==> src/design/cdt_pkg.sv <==
// Shared constants for the countdown timer core: request kinds, register map, control layout.
package cdt_pkg;

   // Default widths of the two prescalers
   localparam int PRESCALE_BITS_DEFAULT      = 10;
   localparam int FREE_PRESCALE_BITS_DEFAULT = 8;

   // Divisor after reset (divide by 126)
   localparam logic [31:0] PRESCALE_DIV_RESET = 32'h0000_007D;

   // Request kinds carried on tuser
   localparam logic [1:0] ACT_TICK  = 2'd0;
   localparam logic [1:0] ACT_WRITE = 2'd1;
   localparam logic [1:0] ACT_READ  = 2'd2;

   // Register word indexes
   localparam logic [3:0] REG_LOAD     = 4'd0;
   localparam logic [3:0] REG_VALUE    = 4'd1;
   localparam logic [3:0] REG_CONTROL  = 4'd2;
   localparam logic [3:0] REG_CLEAR    = 4'd3;
   localparam logic [3:0] REG_OVERFLOW = 4'd4;
   localparam logic [3:0] REG_IRQ      = 4'd5;
   localparam logic [3:0] REG_RELOAD   = 4'd6;
   localparam logic [3:0] REG_PRESCALE = 4'd7;
   localparam logic [3:0] REG_FREE     = 4'd8;

   // Control register bit positions as seen on the bus
   localparam int CTL_MODE32_BIT  = 1;
   localparam int CTL_IRQEN_BIT   = 5;
   localparam int CTL_ENABLE_BIT  = 7;
   localparam int CTL_DEBUG_BIT   = 8;
   localparam int CTL_FREEEN_BIT  = 9;
   localparam int CTL_FREEPS_LSB  = 16;

   // Stream widths
   localparam int REQ_TDATA_W = 40;
   localparam int REQ_TUSER_W = 2;
   localparam int RSP_TDATA_W = 40;

endpackage

==> src/design/countdown_timer_peripheral_core.sv <==
// Countdown timer core: prescaled down counter, overflow flag and free-running counter.
// A request passes through an input register and then a response register.
// Throughput: one request per cycle; ready falls only while the response register is full
// and the downstream side holds off.
// Reset (synchronous, active high) clears all timer state, sets the prescale divisor to
// its default and empties both pipeline registers.
module countdown_timer_peripheral_core #(
   parameter int PRESCALE_BITS      = cdt_pkg::PRESCALE_BITS_DEFAULT,
   parameter int FREE_PRESCALE_BITS = cdt_pkg::FREE_PRESCALE_BITS_DEFAULT
) (
   input  logic                             clock,
   input  logic                             reset,
   input  logic                             req_tvalid,
   output logic                             req_tready,
   // [3:0] reg_index, [35:4] write_data, [39:36] zero
   input  logic [cdt_pkg::REQ_TDATA_W-1:0]  req_tdata,
   // [1:0] action
   input  logic [cdt_pkg::REQ_TUSER_W-1:0]  req_tuser,
   output logic                             rsp_tvalid,
   input  logic                             rsp_tready,
   // [31:0] read_data, [32] irq_line, [33] overflow_flag, [39:34] zero
   output logic [cdt_pkg::RSP_TDATA_W-1:0]  rsp_tdata
);
   import cdt_pkg::*;

   localparam logic [PRESCALE_BITS-1:0] DIV_RESET = PRESCALE_BITS'(PRESCALE_DIV_RESET);

   // Input stage
   logic        s1_valid_ff, s1_valid_in;
   logic [1:0]  s1_action_ff;
   logic [3:0]  s1_index_ff;
   logic [31:0] s1_data_ff;

   // Timer state
   logic [31:0]                   count_ff, count_in;
   logic [31:0]                   load_ff, load_in;
   logic [31:0]                   reload_ff, reload_in;
   logic [PRESCALE_BITS-1:0]      div_ff, div_in;
   logic [PRESCALE_BITS-1:0]      phase_ff, phase_in;
   logic                          mode32_ff, mode32_in;
   logic                          irq_en_ff, irq_en_in;
   logic                          enable_ff, enable_in;
   logic                          debug_ff, debug_in;
   logic                          free_en_ff, free_en_in;
   logic [FREE_PRESCALE_BITS-1:0] free_ps_ff, free_ps_in;
   logic                          ovf_ff, ovf_in;
   logic [31:0]                   free_count_ff, free_count_in;
   logic [FREE_PRESCALE_BITS-1:0] free_phase_ff, free_phase_in;

   // Response register
   logic        rsp_valid_ff, rsp_valid_in;
   logic [31:0] rsp_rdata_ff, rsp_rdata_in;
   logic        rsp_irq_ff, rsp_irq_in;
   logic        rsp_ovf_ff, rsp_ovf_in;

   logic        out_free, s1_adv, req_take;
   logic        divided;
   logic [15:0] low16;
   logic [31:0] ctrl_rd, read_val;

   assign out_free   = !rsp_valid_ff || rsp_tready;
   assign s1_adv     = s1_valid_ff && out_free;
   assign req_tready = !s1_valid_ff || out_free;
   assign req_take   = req_tvalid && req_tready;

   assign rsp_tvalid = rsp_valid_ff;
   assign rsp_tdata  = {6'd0, rsp_ovf_ff, rsp_irq_ff, rsp_rdata_ff};

   always_comb begin
      ctrl_rd                                     = '0;
      ctrl_rd[CTL_MODE32_BIT]                     = mode32_ff;
      ctrl_rd[CTL_IRQEN_BIT]                      = irq_en_ff;
      ctrl_rd[CTL_ENABLE_BIT]                     = enable_ff;
      ctrl_rd[CTL_DEBUG_BIT]                      = debug_ff;
      ctrl_rd[CTL_FREEEN_BIT]                     = free_en_ff;
      ctrl_rd[CTL_FREEPS_LSB +: FREE_PRESCALE_BITS] = free_ps_ff;
   end

   always_comb begin
      case (s1_index_ff)
         REG_LOAD:     read_val = load_ff;
         REG_VALUE:    read_val = count_ff;
         REG_CONTROL:  read_val = ctrl_rd;
         REG_OVERFLOW: read_val = {31'd0, ovf_ff};
         REG_IRQ:      read_val = {31'd0, ovf_ff && irq_en_ff};
         REG_RELOAD:   read_val = reload_ff;
         REG_PRESCALE: read_val = 32'(div_ff);
         REG_FREE:     read_val = free_count_ff;
         default:      read_val = '0;
      endcase
   end

   assign divided = phase_ff >= div_ff;
   assign low16   = count_ff[15:0];

   always_comb begin
      count_in      = count_ff;
      load_in       = load_ff;
      reload_in     = reload_ff;
      div_in        = div_ff;
      phase_in      = phase_ff;
      mode32_in     = mode32_ff;
      irq_en_in     = irq_en_ff;
      enable_in     = enable_ff;
      debug_in      = debug_ff;
      free_en_in    = free_en_ff;
      free_ps_in    = free_ps_ff;
      ovf_in        = ovf_ff;
      free_count_in = free_count_ff;
      free_phase_in = free_phase_ff;
      rsp_rdata_in  = '0;

      if (s1_adv) begin
         case (s1_action_ff)
            ACT_TICK: begin
               phase_in = divided ? '0 : phase_ff + 1'b1;
               if (divided && enable_ff) begin
                  if (mode32_ff) begin
                     if (count_ff == '0) begin
                        count_in = reload_ff;
                        ovf_in   = 1'b1;
                     end else begin
                        count_in = count_ff - 1'b1;
                     end
                  end else begin
                     // sixteen-bit mode: upper half drops to zero
                     if (low16 == '0) begin
                        count_in = {16'd0, reload_ff[15:0]};
                        ovf_in   = 1'b1;
                     end else begin
                        count_in = {16'd0, low16 - 1'b1};
                     end
                  end
               end
               if (free_en_ff) begin
                  if (free_phase_ff >= free_ps_ff) begin
                     free_phase_in = '0;
                     free_count_in = free_count_ff + 1'b1;
                  end else begin
                     free_phase_in = free_phase_ff + 1'b1;
                  end
               end
            end
            ACT_WRITE: begin
               case (s1_index_ff)
                  REG_LOAD: begin
                     count_in = s1_data_ff;
                     load_in  = s1_data_ff;
                  end
                  REG_CONTROL: begin
                     mode32_in  = s1_data_ff[CTL_MODE32_BIT];
                     irq_en_in  = s1_data_ff[CTL_IRQEN_BIT];
                     enable_in  = s1_data_ff[CTL_ENABLE_BIT];
                     debug_in   = s1_data_ff[CTL_DEBUG_BIT];
                     free_en_in = s1_data_ff[CTL_FREEEN_BIT];
                     free_ps_in = s1_data_ff[CTL_FREEPS_LSB +: FREE_PRESCALE_BITS];
                  end
                  REG_CLEAR:    ovf_in    = 1'b0;
                  REG_RELOAD:   reload_in = s1_data_ff;
                  REG_PRESCALE: div_in    = s1_data_ff[PRESCALE_BITS-1:0];
                  default:      ;
               endcase
            end
            ACT_READ: rsp_rdata_in = read_val;
            default:  ;
         endcase
      end
   end

   assign rsp_irq_in   = ovf_in && irq_en_in;
   assign rsp_ovf_in   = ovf_in;
   assign s1_valid_in  = req_take || (s1_valid_ff && !s1_adv);
   assign rsp_valid_in = s1_adv || (rsp_valid_ff && !rsp_tready);

   always_ff @(posedge clock) begin
      if (reset) begin
         s1_valid_ff   <= 1'b0;
         rsp_valid_ff  <= 1'b0;
         count_ff      <= '0;
         load_ff       <= '0;
         reload_ff     <= '0;
         div_ff        <= DIV_RESET;
         phase_ff      <= '0;
         mode32_ff     <= 1'b0;
         irq_en_ff     <= 1'b0;
         enable_ff     <= 1'b0;
         debug_ff      <= 1'b0;
         free_en_ff    <= 1'b0;
         free_ps_ff    <= '0;
         ovf_ff        <= 1'b0;
         free_count_ff <= '0;
         free_phase_ff <= '0;
      end else begin
         s1_valid_ff   <= s1_valid_in;
         rsp_valid_ff  <= rsp_valid_in;
         count_ff      <= count_in;
         load_ff       <= load_in;
         reload_ff     <= reload_in;
         div_ff        <= div_in;
         phase_ff      <= phase_in;
         mode32_ff     <= mode32_in;
         irq_en_ff     <= irq_en_in;
         enable_ff     <= enable_in;
         debug_ff      <= debug_in;
         free_en_ff    <= free_en_in;
         free_ps_ff    <= free_ps_in;
         ovf_ff        <= ovf_in;
         free_count_ff <= free_count_in;
         free_phase_ff <= free_phase_in;
      end
   end

   // Payload registers: capture a request on accept, a response on advance
   always_ff @(posedge clock) begin
      if (req_take) begin
         s1_action_ff <= req_tuser[1:0];
         s1_index_ff  <= req_tdata[3:0];
         s1_data_ff   <= req_tdata[35:4];
      end
      if (s1_adv) begin
         rsp_rdata_ff <= rsp_rdata_in;
         rsp_irq_ff   <= rsp_irq_in;
         rsp_ovf_ff   <= rsp_ovf_in;
      end
   end

   // Overflow only rises as the result of a tick
   assert property (@(posedge clock) disable iff (reset)
      (ovf_ff && !$past(ovf_ff)) |-> $past(s1_adv && s1_action_ff == ACT_TICK))
      else $error("overflow set without a tick");

   // Free counter moves only while enabled
   assert property (@(posedge clock) disable iff (reset)
      (free_count_ff != $past(free_count_ff)) |-> $past(free_en_ff))
      else $error("free counter moved while disabled");

   // A reported interrupt always has its overflow flag
   assert property (@(posedge clock) disable iff (reset)
      rsp_valid_ff |-> (!rsp_irq_ff || rsp_ovf_ff))
      else $error("irq reported without overflow");

   // An advancing request always lands in the response register
   assert property (@(posedge clock) disable iff (reset)
      s1_adv |=> rsp_valid_ff)
      else $error("request advanced but no response");

endmodule

==> config.mk <==
export PLATFORM = sky130hd
export DESIGN_NAME = countdown_timer_peripheral_core
export DESIGN_NICKNAME = d
export VERILOG_FILES = /design/src/design/cdt_pkg.sv /design/src/design/countdown_timer_peripheral_core.sv
export SDC_FILE = /design/constraint.sdc
export NUM_CORES = 1
export LEC_CHECK = 0
export ABC_AREA = 1
export ABC_CLOCK_PERIOD_IN_PS = 2900
export BUFFER_PORTS_ARGS = -buffer_cell sky130_fd_sc_hd__clkbuf_2
export CAP_MARGIN = 10
export CELL_PAD_IN_SITES_DETAIL_PLACEMENT = 1
export CELL_PAD_IN_SITES_GLOBAL_PLACEMENT = 1
export CORE_ASPECT_RATIO = 1.25
export CORE_UTILIZATION = 35
export DETAILED_ROUTE_END_ITERATION = 8
export HOLD_SLACK_MARGIN = 0.03
export PLACE_DENSITY_LB_ADDON = 0.1
export SYNTH_ARGS = -nofsm -noshare
export SYNTH_HDL_FRONTEND = slang
export SYNTH_SLANG_ARGS = --single-unit
==> constraint.sdc <==
create_clock -name clock -period 2.9 [get_ports clock]
set_input_delay 0.435 -clock clock [delete_from_list [all_inputs] [get_ports clock]]
set_output_delay 0.435 -clock clock [all_outputs]
set_load 0.05 [all_outputs]
==> flow_summary.toml <==
[worst_setup_path]
critPathCaptureType = "flip-flop"
crit_arrival_ns = 2.95
critPathKind = "flip-flop to flip-flop"
cp_cell_sequence = "nor2_1 > nand2_2 > inv_1 > nand2_1 > inv_2 > nand2_2 > inv_2 > o21ai_0 > a21oi_1"
critPathLaunchType = "flip-flop"
crit_buf_inv = 3
cp_top_family = "simple AND/OR/NAND/NOR gates"
crit_fanout = 31
reg2reg_slack_ns = 0.42
slowest_delay_ns = 0.49
crit_slowest_cell = "inv_2"
cp_data_required_time_ns = 3.38

[place]
dp_worst_setup_slack_ns = 0.347
place_area_sq_um = 12900
hpwl_microns = 31900
port_buffers = 77
gp_routability_congestion = 0.878

[synthesis]
ys_warn_count = 0
yosys.area.top_type = "dfxtp_1"
ys_seq_area_frac = 0.466
synthCells = 1573
synth-edff-count = 72
synthFlopType = "dfxtp_1"
synth-seq-cells = 244
ys_types = 47
syn-mean-instance-area_sq_um = 7.65
yosysTopAreaCellShare = 0.286
syn_area_sq_um = 12000
ys_async_sr_fraction = 0
synth_area_leaders = "dfxtp_1 (29%), edfxtp_1 (18%), nand2_1 (8.9%), nor2_1 (7.3%), a21oi_1 (6.9%)"

[timing]
setup_tns_ns = 0
clock.fmax_mhz = 404
worst_pin_slew_ns = 0.954
layout_setup_ws_ns = 0.425
finalWorstPathRequiredPeriod_ns = 2.48
rsz0062_at_grt = "false"
slew_headroom = 0.364
slew_viol_final = 0
finalHoldViolCount = 0
period_share = 0.853
fin_skew_ns = 0.0103
setup_viol = 0

[power]
irDropWorstVdd_mv = 0.400
intPower_w = 0.00582
p_per_area_nw_per_um2 = 586
p_leak_nw = 5.39
power_frac_comb = 0.118
p_switching_w = 0.00225
seqPwrFrac = 0.453
p_sw_frac = 0.279
clkPwrFrac = 0.428

[floorplanning]
die_area_sq_um = 35100
row_count = 75
dieHeight_microns = 209
ioPinCount = 88
start_util = 0.357
fp.coreArea_sq_um = 33700
die_width_microns = 168

[grt]
grt_max_degree = 52
globalRouteOverflowTotal = 0
grt_pass1_wl_microns = 67600
grt_pass1_vias = 11518
antenna_found_initial = 0
grtUsageTotal = 0.253

[final_layout]
drive_above_1_share = 0.114
filler_cell_count = 4162
final_common_cell = "nand2_1"
fin_nets = 1708
syn_to_final_growth_pct = 14.4
final_core_util = 0.409
finalInstanceArea_sq_um = 13800
layout_common_cells = "nand2_1 (285), nor2_1 (234), dfxtp_1 (172)"
insertedDiodeCount = 0

[clock_network]
cts_buffer_depth = 3
clkTransAtPathRegs_ns = 0.07
numCtsBuffers = 27
cts_setup_buffers = 0
cts_root_buffer = "clkbuf_16"
cts.hold.buffers_added = 0
htreeDepth = 1
ctsResizeCount = 0
cts.sinks = 244
clock_latency_ns = 0.55
cts_tree = "built"

[drt]
wirelength_microns = 43700
ant_nets = 0
first_pass_iters = 4
drt-vias-per-instance = 5.34
drc = 0
post_drt_wl_per_cell_microns = 21.0
vias = 11115
drtIter0Drc = 594

[worst_hold_path]
hold_class = "primary input to flip-flop"

[job]
maxCapViolCount = 0

[outcome]
outcome = "finished clean"
[final timing paths]
kind                         from                to  cells past startpoint
setup / recovery  s1_action_ff[1]  free_count_ff[8]                      9
hold / removal      req_tdata[20]    s1_data_ff[16]                      1
setup reg to reg  s1_action_ff[1]  free_count_ff[8]                      9
hold reg to reg       load_ff[16]       load_ff[16]                      2
[power by group through the flow]
stage	clock, W	sequential, W	combinational (W)
after global placement	0	0.00373	0.000941
final	0.00346	0.00365	0.000956
after CTS	0.00354	0.00365	0.000959
after global routing	0.00367	0.00366	0.00106
after detailed placement	0	0.00373	0.000956
after floorplan	0	0.00376	0.000617
[final cells by class]
type / count / area (sq um) / area share
Multi-Input combinational cell: 1112 / 5550 / 0.403
Timing Repair Buffer: 109 / 676 / 0.0491
Tap cell: 423 / 529 / 0.0384
Sequential cell: 244 / 5610 / 0.407
Clock buffer: 31 / 691 / 0.0502
Inverter: 145 / 544 / 0.0395
Clock inverter: 18 / 174 / 0.0126
[cells in the mapped netlist (14+ instances only)]
cell and number:
nor2_2 16, o21ai_0 135, nand2_1 285, dfxtp_1 172, o22ai_1 30, a221oi_1 17, o211ai_1 14, clkbuf_1 52
edfxtp_1 72, ha_1 23, nor3_1 30, a21oi_1 165, nor2_1 234, inv_1 136, nand4_1 15, nand3_1 43
xor2_1 29
[logic make-up after synthesis]
logic type	synth area share
other	0.000312
xor gates and xnor gates	0.0284
and+or+nand+nor	0.223
DFF	0.466
buffers and inverters	0.0745
AOI/OAI and AO/OA	0.183
muxes	0.000832
adders and majority gates	0.0239
[flip-flops by register name (all words and copies together) (netlist names), 2 cells and up]
signal         count
free_ps_ff         8
s1_action_ff       2
count_ff          32
load_ff           32
free_count_ff     32
rsp_rdata_ff      32
s1_index_ff        4
free_phase_ff      8
div_ff            10
reload_ff         32
s1_data_ff        32
phase_ff          10
[routing by layer]
layer,routed length [microns],vias up,track usage
li1,-,5402,-
met2,22400,212,0.470
met4,1300,0,0.0857
met5,0,-,0
met1,18600,5432,0.302
met3,1350,69,0.0238
[per-stage QoR]
stage	hold slack, ns	instances	power, W
final	0.0553	2082	0.00807
after global routing	0.0372	2082	0.00839
after CTS	0.0338	2082	0.00815
after detailed placement	0.448	2033	0.00468
after global placement	0.438	2033	0.00467
after floorplan	0.425	1578	0.00438
[worst reg2reg max path, delay by kind of cell (launching register included)]
kind / cells / cell delay (ns)
AOI/OAI and AO/OA: 2 / 0.35
buffers and inverters: 3 / 0.80
DFF: 1 / 0.46
and+or+nand+nor: 4 / 0.80
No activity file was read; power rests on OpenSTA's default activity.
